`config.mk`:
```
export PLATFORM = sky130hd
export DESIGN_NAME = escape_sequence_decoder
export DESIGN_NICKNAME = d
export VERILOG_FILES = /design/src/rtl/esd_pkg.sv /design/src/rtl/esd_step.sv /design/src/rtl/escape_sequence_decoder.sv
export SDC_FILE = /design/constraint.sdc
export NUM_CORES = 1
export LEC_CHECK = 0
export BUFFER_PORTS_ARGS = -buffer_cell sky130_fd_sc_hd__buf_4
export CAP_MARGIN = 10
export CORE_UTILIZATION = 23
export DETAILED_ROUTE_END_ITERATION = 10
export PLACE_DENSITY_LB_ADDON = 0.05
export SLEW_MARGIN = 20
export SYNTH_ARGS = -nofsm -noshare
export SYNTH_HDL_FRONTEND = slang
export SYNTH_SLANG_ARGS = --single-unit
```
`constraint.sdc`:
```
create_clock -name clock -period 6.2 [get_ports clock]
set_input_delay 1.24 -clock clock [delete_from_list [all_inputs] [get_ports clock]]
set_output_delay 1.24 -clock clock [all_outputs]
set_load 0.01 [all_outputs]
```
`src/rtl/esd_pkg.sv`:
```
package esd_pkg;

   // decoder modes
   typedef enum logic [1:0] {
      MODE_NORMAL = 2'd0,
      MODE_ESC    = 2'd1,
      MODE_HEX_HI = 2'd2,
      MODE_HEX_LO = 2'd3
   } mode_type;

   // what one character does
   typedef enum logic [1:0] {
      ACT_NONE   = 2'd0,
      ACT_PUT    = 2'd1,
      ACT_FINISH = 2'd2,
      ACT_FAIL   = 2'd3
   } action_type;

   localparam logic [1:0] STATUS_ONGOING = 2'd0;
   localparam logic [1:0] STATUS_OK      = 2'd1;
   localparam logic [1:0] STATUS_ERROR   = 2'd2;

   localparam logic [15:0] MAX_LENGTH_RESET = 16'd256;

   localparam logic [7:0] CHAR_END    = 8'hFF;
   localparam logic [7:0] CHAR_NL     = 8'h0A;
   localparam logic [7:0] CHAR_BSLASH = 8'h5C;
   localparam logic [7:0] CHAR_QUOTE  = 8'h27;
   localparam logic [7:0] CHAR_DQUOTE = 8'h22;
   localparam logic [7:0] CHAR_ZERO   = 8'h30;
   localparam logic [7:0] CHAR_NINE   = 8'h39;
   localparam logic [7:0] CHAR_LA     = 8'h61;
   localparam logic [7:0] CHAR_LB     = 8'h62;
   localparam logic [7:0] CHAR_LF     = 8'h66;
   localparam logic [7:0] CHAR_LN     = 8'h6E;
   localparam logic [7:0] CHAR_LR     = 8'h72;
   localparam logic [7:0] CHAR_LT     = 8'h74;
   localparam logic [7:0] CHAR_LV     = 8'h76;
   localparam logic [7:0] CHAR_LX     = 8'h78;
   localparam logic [7:0] CHAR_UA     = 8'h41;
   localparam logic [7:0] CHAR_UF     = 8'h46;

   localparam logic [7:0] BYTE_BEL = 8'd7;
   localparam logic [7:0] BYTE_BS  = 8'd8;
   localparam logic [7:0] BYTE_HT  = 8'd9;
   localparam logic [7:0] BYTE_LF  = 8'd10;
   localparam logic [7:0] BYTE_VT  = 8'd11;
   localparam logic [7:0] BYTE_FF  = 8'd12;
   localparam logic [7:0] BYTE_CR  = 8'd13;
   localparam logic [7:0] BYTE_NUL = 8'd0;
   localparam logic [7:0] BYTE_ERR = 8'hFF;

   localparam logic [7:0] HEX_ALPHA_OFFSET = 8'd10;

   typedef struct packed {
      mode_type    mode;
      logic [3:0]  high_nibble;
      logic [15:0] byte_position;
   } state_type;

   typedef struct packed {
      logic        valid;
      logic [7:0]  out_byte;
      logic        last;
      logic [1:0]  status;
      logic [15:0] final_count;
   } result_type;

   // {ok, value}; ok low for anything outside 0-9a-fA-F
   function automatic logic [4:0] hex_value(input logic [7:0] c);
      logic [7:0] d;
      d = 8'd0;
      if (c >= CHAR_ZERO && c <= CHAR_NINE) begin
         d = c - CHAR_ZERO;
         return {1'b1, d[3:0]};
      end else if (c >= CHAR_LA && c <= CHAR_LF) begin
         d = c - CHAR_LA + HEX_ALPHA_OFFSET;
         return {1'b1, d[3:0]};
      end else if (c >= CHAR_UA && c <= CHAR_UF) begin
         d = c - CHAR_UA + HEX_ALPHA_OFFSET;
         return {1'b1, d[3:0]};
      end
      return 5'd0;
   endfunction

endpackage

```
`src/rtl/esd_step.sv`:
```
module esd_step (
   input  esd_pkg::state_type  cur,
   input  logic [15:0]         max_length,
   input  logic [7:0]          in_char,
   input  logic                at_end,
   output esd_pkg::state_type  nxt,
   output esd_pkg::result_type res
);
   import esd_pkg::*;

   logic        end_w;
   logic [4:0]  hex_w;
   action_type  act;
   logic [7:0]  put_byte;
   mode_type    mode_nx;
   logic [3:0]  nib_nx;
   logic [15:0] pos_inc;
   logic [15:0] limit;

   assign end_w   = at_end || (in_char == CHAR_END);
   assign hex_w   = hex_value(in_char);
   assign pos_inc = cur.byte_position + 16'd1;
   assign limit   = (max_length == 16'd0) ? 16'd1 : max_length;

   // mode transitions and action per character
   always_comb begin
      act      = ACT_NONE;
      put_byte = in_char;
      mode_nx  = cur.mode;
      nib_nx   = cur.high_nibble;
      unique case (cur.mode)
         MODE_NORMAL: begin
            if (end_w) act = ACT_FINISH;
            else if (in_char == CHAR_NL) act = ACT_NONE;
            else if (in_char == CHAR_BSLASH) mode_nx = MODE_ESC;
            else act = ACT_PUT;
         end
         MODE_ESC: begin
            if (end_w) begin
               act = ACT_FINISH;
            end else begin
               act = ACT_PUT;
               unique case (in_char)
                  CHAR_NL: act = ACT_NONE;   // line continuation
                  CHAR_LX: begin
                     act     = ACT_NONE;
                     mode_nx = MODE_HEX_HI;
                  end
                  CHAR_LA:     put_byte = BYTE_BEL;
                  CHAR_LB:     put_byte = BYTE_BS;
                  CHAR_LF:     put_byte = BYTE_FF;
                  CHAR_LN:     put_byte = BYTE_LF;
                  CHAR_LR:     put_byte = BYTE_CR;
                  CHAR_LT:     put_byte = BYTE_HT;
                  CHAR_LV:     put_byte = BYTE_VT;
                  CHAR_BSLASH: put_byte = CHAR_BSLASH;
                  CHAR_QUOTE:  put_byte = CHAR_QUOTE;
                  CHAR_DQUOTE: put_byte = CHAR_DQUOTE;
                  CHAR_ZERO:   put_byte = BYTE_NUL;
                  default:     act = ACT_FAIL;
               endcase
            end
         end
         MODE_HEX_HI: begin
            if (end_w || !hex_w[4]) begin
               act = ACT_FAIL;
            end else begin
               nib_nx  = hex_w[3:0];
               mode_nx = MODE_HEX_LO;
            end
         end
         MODE_HEX_LO: begin
            if (end_w || !hex_w[4]) begin
               act = ACT_FAIL;
            end else begin
               act      = ACT_PUT;
               put_byte = {cur.high_nibble, hex_w[3:0]};
               nib_nx   = 4'd0;
            end
         end
         default: act = ACT_FAIL;
      endcase
   end

   // results and position bookkeeping
   always_comb begin
      nxt.mode          = mode_nx;
      nxt.high_nibble   = nib_nx;
      nxt.byte_position = cur.byte_position;
      res.valid         = 1'b0;
      res.out_byte      = put_byte;
      res.last          = 1'b0;
      res.status        = STATUS_ONGOING;
      res.final_count   = 16'd0;
      unique case (act)
         ACT_NONE: ;
         ACT_PUT: begin
            res.valid = 1'b1;
            if (pos_inc >= limit) begin
               nxt.mode          = MODE_NORMAL;
               nxt.high_nibble   = 4'd0;
               nxt.byte_position = 16'd0;
               res.last          = 1'b1;
               if (put_byte != BYTE_NUL) begin
                  res.status = STATUS_ERROR;
               end else begin
                  res.status      = STATUS_OK;
                  res.final_count = pos_inc;
               end
            end else begin
               nxt.mode          = MODE_NORMAL;
               nxt.byte_position = pos_inc;
            end
         end
         ACT_FINISH: begin
            nxt.mode          = MODE_NORMAL;
            nxt.high_nibble   = 4'd0;
            nxt.byte_position = 16'd0;
            res.valid         = 1'b1;
            res.out_byte      = BYTE_NUL;
            res.last          = 1'b1;
            res.status        = STATUS_OK;
            res.final_count   = cur.byte_position;
         end
         ACT_FAIL: begin
            nxt.mode          = MODE_NORMAL;
            nxt.high_nibble   = 4'd0;
            nxt.byte_position = 16'd0;
            res.valid         = 1'b1;
            res.out_byte      = BYTE_ERR;
            res.last          = 1'b1;
            res.status        = STATUS_ERROR;
         end
         default: ;
      endcase
   end

endmodule

```
`src/rtl/escape_sequence_decoder.sv`:
```
// A result is loaded into the output register when its item is accepted.
// Throughput: one item per cycle unless a stalled result blocks the input; the decode state
// (mode, high nibble, position) is updated by a single combinational pass and registered
// at each accepted item. Items that are consumed silently (newline, backslash, 'x', high
// hex digit) give no result. Reset (synchronous, active high) returns to normal mode,
// position zero, an empty output register and max_length 256.
module escape_sequence_decoder (
   input  logic        clock,
   input  logic        reset,
   // input items
   input  logic        req_valid,
   output logic        req_stall,
   input  logic [7:0]  req_in_char,
   input  logic        req_at_end,
   // result items
   output logic        rsp_valid,
   input  logic        rsp_stall,
   output logic [7:0]  rsp_out_byte,
   output logic        rsp_byte_valid,
   output logic        rsp_last,
   output logic [1:0]  rsp_status,
   output logic [15:0] rsp_final_count,
   // max_length register
   input  logic        csr_wr_en,
   input  logic [15:0] csr_wr_data
);
   import esd_pkg::*;

   state_type   state_ff, state_in;
   result_type  step_res;
   logic [15:0] max_len_ff;
   logic        out_valid_ff, out_valid_in;
   result_type  out_ff, out_in;
   logic        accept;

   // The input side only waits when the output register holds an item that
   // the far side is stalling; otherwise a new item goes in every cycle.
   assign req_stall = out_valid_ff && rsp_stall;
   assign accept    = req_valid && !req_stall;

   esd_step u_step (
      .cur        (state_ff),
      .max_length (max_len_ff),
      .in_char    (req_in_char),
      .at_end     (req_at_end),
      .nxt        (state_in),
      .res        (step_res)
   );

   // Output register: loaded on accept, emptied when taken.
   always_comb begin
      out_valid_in = out_valid_ff;
      out_in       = out_ff;
      if (out_valid_ff && !rsp_stall) out_valid_in = 1'b0;
      if (accept) begin
         out_valid_in = step_res.valid;
         out_in       = step_res;
      end
   end

   always_ff @(posedge clock) begin
      if (reset) begin
         state_ff.mode          <= MODE_NORMAL;
         state_ff.high_nibble   <= 4'd0;
         state_ff.byte_position <= 16'd0;
         max_len_ff             <= MAX_LENGTH_RESET;
         out_valid_ff           <= 1'b0;
      end else begin
         if (accept) state_ff <= state_in;
         if (csr_wr_en) max_len_ff <= csr_wr_data;
         out_valid_ff <= out_valid_in;
      end
   end

   // payload needs no reset
   always_ff @(posedge clock) begin
      out_ff <= out_in;
   end

   assign rsp_valid       = out_valid_ff;
   assign rsp_out_byte    = out_ff.out_byte;
   assign rsp_byte_valid  = out_ff.valid;   // every delivered item carries a byte
   assign rsp_last        = out_ff.last;
   assign rsp_status      = out_ff.status;
   assign rsp_final_count = out_ff.final_count;

   // A string end leaves the decoder in a fresh state.
   a_restart: assert property (@(posedge clock) disable iff (reset)
      accept && step_res.valid && step_res.last |=>
         state_ff.mode == MODE_NORMAL && state_ff.byte_position == 16'd0)
      else $error("decoder did not restart after end of string");

   // The high nibble is only held while inside a hex escape.
   a_nibble_clear: assert property (@(posedge clock) disable iff (reset)
      state_ff.mode == MODE_NORMAL || state_ff.mode == MODE_ESC |->
         state_ff.high_nibble == 4'd0)
      else $error("stale high nibble outside hex escape");

   // Ongoing items carry no status and no count.
   a_ongoing: assert property (@(posedge clock) disable iff (reset)
      rsp_valid && !rsp_last |-> rsp_status == STATUS_ONGOING && rsp_final_count == 16'd0)
      else $error("non-final item with status or count");

   // Normal finish is always a zero byte that ends the string.
   a_finish: assert property (@(posedge clock) disable iff (reset)
      rsp_valid && rsp_status == STATUS_OK |-> rsp_last && rsp_out_byte == BYTE_NUL)
      else $error("normal finish without zero terminator");

endmodule

```
# --- Yosys cells after proc, flatten, opt, wreduce, memory -nomap -nowiden ---
# Cells that the tools add are included.
totals:
  reg_bits: 67
  wordCells: 114
  output_inout_bits: 30
  input_bits: 30
op_classes:
  muxes: 42
  reduce_logical: 23
  n_eq_ne: 26
  magnitude_cmp: 7
  n_addsub: 6
ops:
  columns: ["cell", "count"]
  rows:
  - ["$pmux 8 s11", 1]
  - ["$eq 8x7->1 const B", 9]
  - ["$mux 16", 3]
  - ["$pmux 22 s2", 1]
  - ["$pmux 16 s2", 1]
  - ["$pmux 8 s2", 2]
  - ["$eq 8x6->1 const B", 3]
  - ["$mux 2", 12]
  - ["$mux 5", 4]
  - ["$mux 19", 1]
  - ["$add 16x1->16 const B", 1]
  - ["$ge 16x16->1", 1]
  - ["$ge 8x7->1 const B", 2]
  - ["$le 8x7->1 const B", 2]
  - ["$logic_not 16->1", 1]
  - ["$mux 8", 2]
  - ["$ne 4x4->1 const B", 4]
  - ["$mux 4", 3]
  - ["$sub 4x1->4 const B", 3]
  - ["$reduce_or 11->1", 1]
  - ["$pmux 3 s3", 1]
  - ["$add 4x4->4 const B", 2]
  - ["$eq 2x2->1 const B", 4]
  - ["$eq 8x4->1 const B", 1]
  - ["21 further kinds", 39]

# --- Longest topological paths before layout ---
# Gate-level depths: netlist of run 1.
depth:
  depth_word: 14
  mapped_depth: 17
  mapped_depth_nobuf: 15

# --- By module ---
# A second synthesis of run 1 with hierarchy kept.
unflattened:
  hier_cells: 568
  hier_area_um2: 5002.3
modules_own_cells:
  columns: ["module", "seq_area_each_um2", "n_inst", "area_each_um2", "cells_each"]
  rows:
  - ["esd_step", 0.0, 1, 2552.4, 389]
  - ["escape_sequence_decoder", 1621.6, 1, 2449.8, 179]

# --- Least setup slack after synthesis of run 1 ---
# Ideal clock, no wire load.
synth_path:
  path_kind: "input-to-reg"
  start: "input port req_in_char[0]"
  end: "register state_ff[21] in the netlist's numbering"
  required_ps: 6135
  slack_ps: 1743
  stages: 15
  setup_ps: 65
  arrival_time_ps: 4392
  cell_sequence: "inv_1 ha_1 nand4b_1 o32a_1 o21a_1 a41oi_1 o32a_1 o22a_1 clkbuf_1 inv_1 ha_1 clkbuf_1 o41ai_1 mux2_2 nor2_1"
synth_between:
  elab_chain_len: 14
synth_rtl:
  columns: ["item", "line_no", "rtl"]
  rows:
  - ["start, declared", "escape_sequence_decoder.sv:13", "input logic [7:0] req_in_char,"]
  - ["$ge 8x7->1 / $le 8x7->1 (equally long branches)", "esd_pkg.sv:79", "end else if (c >= CHAR_UA && c <= CHAR_UF) begin"]
  - ["$logic_and 1x1->1", "esd_pkg.sv:79", null]
  - ["$mux 1", "esd_pkg.sv:79", null]
  - ["$mux 1", "esd_pkg.sv:76", "end else if (c >= CHAR_LA && c <= CHAR_LF) begin"]
  - ["$mux 1", "esd_pkg.sv:73", "if (c >= CHAR_ZERO && c <= CHAR_NINE) begin"]
  - ["$mux 5", "esd_pkg.sv:83", "return 5'd0;"]
  - ["$logic_not 1->1", "esd_step.sv:65, esd_step.sv:73", null]
  - ["$logic_or 1x1->1", "esd_step.sv:65, esd_step.sv:73", null]
  - ["$mux 2, on equally long branches", "esd_step.sv:65, esd_step.sv:73", null]
  - ["$pmux 2 s4", "esd_step.sv:31", "unique case (cur.mode)"]
  - ["$eq 2x2->1", "esd_step.sv:95", "unique case (act)"]
  - ["$reduce_or 2->1 (no line)", null, null]
  - ["$ne 4x4->1 (no line), or another cell as far along", null, null]
  - ["$reduce_and 8->1 (no line)", null, null]
  - ["end signal, assigned", "escape_sequence_decoder.sv:69", "if (accept) state_ff <= state_in;"]
  - ["end, declared", "escape_sequence_decoder.sv:29", "state_type state_ff, state_in;"]
# Several ways; a longest one is shown, not always the timed one.
# A chain may end at the register's enable or synchronous reset.

==> reports/results.tsv, run 1 <==
metric	value	unit
outcome	complete, no violations	
crit-path max cell delay	0.69	ns
power density over the cells	216.8	mW/mm2
number of cells upsized or downsized after cts	0	
type of the worst min-delay path	reg2reg	
iteration-0 DRC count of the detailed router	329	
worst slew slack as a fraction of its limit	46.90	%
minimum clock period	4.798	ns
unrepaired setup endpoints after global routing	false	
met2 WL	5.279	mm
CP Class	in2reg	
uppermost layer routed	met4	
global route overflow	0	
number of buffers created by CTS	9	
area of the core	0.01953	mm2
kind of start point of the critical path	primary input	
total count of max-transition violations in the final report	0	
cells after synthesis	527	
Vias per Instance	4.798	
post-placement setup slack	1.114	ns
effective utilization at floorplan	23.50	%
final weighted congestion in routability-driven placement	0.8092	
vias in the first global route	3773	
clock skew	0.008717	ns
total of max-cap violations	0	
sequential fraction of the synthesis area	35.33	%
CP required	6.37	ns
worst supply voltage drop on vdd	0.1250	mV
Yosys top cell by area	edfxtp_1	
Post-CTS Hold Buffers	0	
Avg WL per Cell	16.15	um
filler cell count	2148	
number of placement rows	51	
clock insertion delay at the later pin of the skew report	0.34	ns
first drt pass iteration count	5	
most common cell after layout, fill and taps aside	buf_4	
Max stage delay cell, worst path	and4bb_1	
Synth cell types	74	
Area Overhead vs Synth	20.75	%
series of cell instances along the critical path	buf_4 > inv_1 > ha_1 > nand4b_1 > o32a_1 > o21a_1 > a41oi_1 > o32a_1 > o22a_1 > ha_1 > and4bb_1 > o2111ai_1 > a21boi_1	
most used cells in the layout excluding fill and tap cells	buf_4, nand2_1, nor2_1	
maximum clock rate	0.2084	GHz
die outline height	143.3	um
sum of routed wire length over all layers	13.60	mm
Worst Path Arrival	4.97	ns
routed metal-1 wirelength	7.575	mm
first-pass GRT wire length	21.66	mm
CP Max Fanout	17	
total area of multi-input combinational cells	0.002703	mm2
master cell of the clock root buffer	clkbuf_16	
type of destination of the critical path	register	
Lkg Pwr	2.142	nW
summed instance area of the synthesized netlist	0.004589	mm2
flip-flop cell with the highest count after synthesis	dfxtp_1	
final setup violating endpoints	0	
post-route worst setup slack	1.402	ns
sum of negative setup slack	0	ns
number of remaining DRC errors	0	
H-tree Lvls	3	
area share of the largest cell type after synthesis	18.32	%
clock tree buffer depth	2	
final-report hold violation count	0	
Final ANT Viol Nets	0	
period utilization	77.39	%
area occupied by registers	0.001622	mm2
worst slew pin tran	0.7956	ns
yosys synthesis warning count	0	
fraction of layout instances using a drive strength above 1	16.29	%
total of flip-flops plus latches after synthesis	67	
Syn Area/Cell	8.709	um2
largest net degree at the start of global routing	39	
Async S/R FF share, synth	0	%
number of I/O pins	60	
net count of the mapped netlist	588	
Die X	143.3	um
number of flops mapped to enable cells by yosys	28	
total via count after detailed routing	4040	
Total Die Area	0.02052	mm2
number of I/O port buffers	59	
post-detailed-placement half-perimeter wirelength	10.25	mm
top cells by area, synth	edfxtp_1, dfxtp_1, ha_1	
number of antenna violations at the first check in global routing	0	
ant diodes	0	
Tot GR Track Use	13.91	%
TritonCTS clock tree	yes	
Detail Route met3 WL	598	um
setup repair bufs after CTS	0	
net count of the finished layout	633	
clock sinks	67	
Reg clk slew, reported paths	0.06	ns
==> report_power, final <==
| group | switching, mW | internal [mW] | leakage (nW) |
|---|---|---|---|
| sequential | 0.00996 | 0.481 | 0.598 |
| clock | 0.209 | 0.310 | 0.141 |
| combinational | 0.113 | 0.0776 | 1.40 |
| total | 0.332 | 0.869 | 2.14 |
==> metal layers <==
metal,GRT usage [%],up-vias
met2,18.77,103
met5,0,-
met1,21.76,1897
met3,2.414,10
met4,4.199,0
li1,-,2030
==> logic make-up after synthesis <==
logic type / after synthesis / share of synthesized area, %
AOI/OAI and AO/OA: 136 / 20.67
xor gates and xnor gates: 13 / 2.481
adders and majority gates: 31 / 8.451
buffers and inverters: 61 / 5.779
DFF: 67 / 35.33
muxes: 19 / 4.171
and+or+nand+nor: 200 / 23.12
==> sequential cells by signal, indices dropped and copies added (netlist names) <==
name,flops
state_ff,22
max_len_ff,16
rsp_final_count,16
rsp_out_byte,8
rsp_status,2
rsp_byte_valid,1
rsp_last,1
rsp_valid,1
==> metrics by stage <==
stage	std cells	cell area [um2]	hold WS (ns)	power [mW]	util (%)
after CTS	842	5542	0.4761	1.224	28.38
after floorplan	527	4589	0.4372	0.6184	-
final	842	5542	0.4681	1.201	28.38
after detailed placement	826	5249	0.4682	0.6940	26.88
after global placement	826	5249	0.4724	0.6938	26.88
after global routing	842	5542	0.4930	1.262	28.38
==> worst max-delay path, delay by kind of cell <==
family	cells	cell delay, ns
compound gates	7	1.89
fa+ha+maj	2	0.68
buf+inv	2	0.30
simple gates	2	0.83
==> path summary, 6_finish.rpt <==
check	startpoint	endpoint	slack, ns	cells after the start
worst max register to register	state_ff[0]	rsp_final_count[10]	1.70	15
worst min-delay path	state_ff[18]	state_ff[18]	0.47	2
worst min register to register	state_ff[18]	state_ff[18]	0.47	2
worst max-delay path	req_in_char[0]	rsp_final_count[10]	1.40	13
==> synth_stat cells (all sizes together) (4+ instances only) <==
master / instances
mux2i: 18
o211ai: 6
buf: 12
and3: 7
edfxtp: 28
nand2: 51
nand4: 14
a21boi: 18
xor2: 6
nor3: 6
o21a: 5
and2: 5
ha: 31
nor3b: 4
clkbuf: 17
or3: 6
nor2: 44
dfxtp: 39
o21ai: 18
inv: 32
a31oi: 7
a21oi: 36
xnor2: 7
nor4: 6
a22oi: 5
nand4b: 4
nand2b: 9
nor2b: 6
nand3: 25
==> final cells by class <==
| class | count | share of cell area, % |
|---|---|---|
| Clock buffer | 9 | 4.064 |
| Clock inverter | 7 | 1.219 |
| Inverter | 32 | 2.168 |
| Multi-Input combinational cell | 399 | 48.77 |
| Sequential cell | 67 | 29.26 |
| Tap cell | 265 | 5.983 |
| Timing Repair Buffer | 63 | 8.535 |
(Power assumes the default switching activity.)
==> run 2, diff against run 1 <==
Clock period 6.2 ns to 4.8 ns, I/O delays scaled along.
==> run 2 against run 1 <==
Combinational power up 35%. Non-clock buffer count up 14. First-iteration DRC count down 22%. Register-to-register slack worse by 0.99 ns. Sequential power up 29%. Via count up 1.4%. Worst hold slack better by 0.0056 ns. Cell count up 1.7%. Power up 31%. Sequential cell count unchanged. Die area unchanged. Global-route usage up 0.65 points. Critical endpoint is now state_ff[18]. Largest power group unchanged. Highest routed layer unchanged.
==> reports/results.tsv, run 2 (synthesis gave the netlist of run 1 again) <==
metric	value	unit
outcome	complete, no violations	
minimum clock period	4.141	ns
number of buffers created by CTS	9	
area of the core	0.01953	mm2
Lkg Pwr	2.231	nW
power density over the cells	276.7	mW/mm2
clock sinks	67	
type of the worst min-delay path	reg2reg	
register-to-register path setup slack	0.71	ns
total of max-cap violations	0	
maximum clock rate	0.2415	GHz
worst slew slack as a fraction of its limit	53.72	%
first-pass GRT wire length	22.30	mm
CP Max Fanout	7	
final-report hold violation count	0	
H-tree Lvls	3	
die outline height	143.3	um
total count of max-transition violations in the final report	0	
number of I/O port buffers	59	
sum of negative setup slack	0	ns
Worst Path Arrival	4.35	ns
most used cells in the layout excluding fill and tap cells	buf_4, nand2_1, nor2_1	
type of destination of the critical path	register	
Area Overhead vs Synth	23.61	%
min-delay src	state_ff[18]	
setup repair bufs after CTS	0	
fraction of layout instances using a drive strength above 1	18.61	%
unrepaired setup endpoints after global routing	false	
CP required	5.01	ns
Total Die Area	0.02052	mm2
register with the highest flop count	state_ff	
crit-path max cell delay	0.46	ns
master cell of the clock root buffer	clkbuf_16	
worst reg-to-reg path cell count	16	
largest net degree at the start of global routing	39	
series of cell instances along the critical path	buf_4 > inv_1 > ha_1 > inv_1 > nor4_1 > buf_4 > nor3_1 > a211o_1 > mux2i_1 > inv_2 > ha_1 > o2111a_1 > a311oi_1 > o21ai_0 > nand3_1 > o21ai_1	
final weighted congestion in routability-driven placement	0.8095	
CP Class	in2reg	
kind of start point of the critical path	primary input	
post-detailed-placement half-perimeter wirelength	10.70	mm
effective utilization at floorplan	23.50	%
iteration-0 DRC count of the detailed router	257	
area occupied by registers	0.001622	mm2
final setup violating endpoints	0	
max FFs per register	22	
Top delay family on crit path	compound AO/OA/AOI/OAI gates	
sum of routed wire length over all layers	14.22	mm
Max stage delay cell, worst path	a311oi_1	
worst path buffer plus inverter count	5	
net count of the finished layout	647	
ant diodes	0	
number of remaining DRC errors	0	
depth of the worst hold-timing path	2	
total via count after detailed routing	4097	
global route overflow	0	
number of cells in the design after placement	840	
r2r endpoint	rsp_final_count[9]	
Post-CTS Hold Buffers	0	
fin cells	856	
Reg clk slew, reported paths	0.05	ns
period utilization	86.26	%
worst slew pin tran	0.6934	ns
Final ANT Viol Nets	0	
clock tree buffer depth	2	
Avg WL per Cell	16.61	um
Vias per Instance	4.786	
hold-critical path endpoint	state_ff[18]	
first drt pass iteration count	5	
clock insertion delay at the later pin of the skew report	0.34	ns
Die X	143.3	um
filler cell count	2143	
startpoint of the lowest-slack register-to-register path	state_ff[1]	
number of cells upsized or downsized after cts	0	
number of I/O pins	60	
total area of multi-input combinational cells	0.002703	mm2
worst supply voltage drop on vdd	0.1432	mV
Tot GR Track Use	14.55	%
clock skew	0.007210	ns
most common cell after layout, fill and taps aside	buf_4	
vias in the first global route	3967	
TritonCTS clock tree	yes	
number of antenna violations at the first check in global routing	0	
number of placement rows	51	
-- run 2: final cells by class --
type                            count  area share, %
Multi-Input combinational cell    399          47.64
Sequential cell                    67          28.58
Timing Repair Buffer               77          10.41
Tap cell                          265          5.845
Clock buffer                       12          4.896
Inverter                           32          2.117
Clock inverter                      4         0.5073
-- run 2: per-layer routing --
metal | share of wire [%] | GRT usage, % | up-vias
met2 | 41 | 20.62 | 104
met3 | 4.6 | 2.817 | 16
met4 | 1.5 | 5.207 | 0
met5 | 0 | 0 | -
li1 | - | - | 2051
met1 | 53 | 21.52 | 1926
-- run 2: worst min-delay path, delay by kind of cell, from the launching register on --
family | cells | cell delay, ns
flops | 1 | 0.31
simple gates | 1 | 0.06
compound gates | 1 | 0.05
-- run 2: worst max-delay path by stage --
stage	startpoint	end	slack (ns)	cells after the start
6_report	req_in_char[0]	state_ff[18]	0.66	16
5_1_grt	req_in_char[0]	state_ff[18]	0.31	16
4_1_cts	req_in_char[0]	state_ff[18]	0.65	16
3_5_place_dp	req_in_char[0]	state_ff[18]	0.30	16
3_3_place_gp	req_in_char[0]	state_ff[18]	0.30	16
2_1_floorplan	req_in_char[0]	state_ff[21]	0.62	15
-- run 2: metrics by stage --
| stage | utilization, % | setup slack [ns] | cell area [um2] | power (mW) | hold slack [ns] |
|---|---|---|---|---|---|
| after global placement | 27.48 | 0.2983 | 5366 | 0.9083 | 0.4638 |
| after CTS | 29.05 | 0.6502 | 5673 | 1.602 | 0.4875 |
| final | 29.05 | 0.6593 | 5673 | 1.570 | 0.4737 |
| after detailed placement | 27.48 | 0.3002 | 5366 | 0.9088 | 0.4772 |
| after floorplan | - | 0.6228 | 4589 | 0.7988 | 0.4372 |
| after global routing | 29.05 | 0.3094 | 5673 | 1.647 | 0.5036 |
-- run 2: power breakdown --
group	total [mW]	switching [mW]	internal, mW
registers	0.634	0.0123	0.622
clock network	0.677	0.266	0.412
logic	0.258	0.152	0.106
total	1.57	0.430	1.14
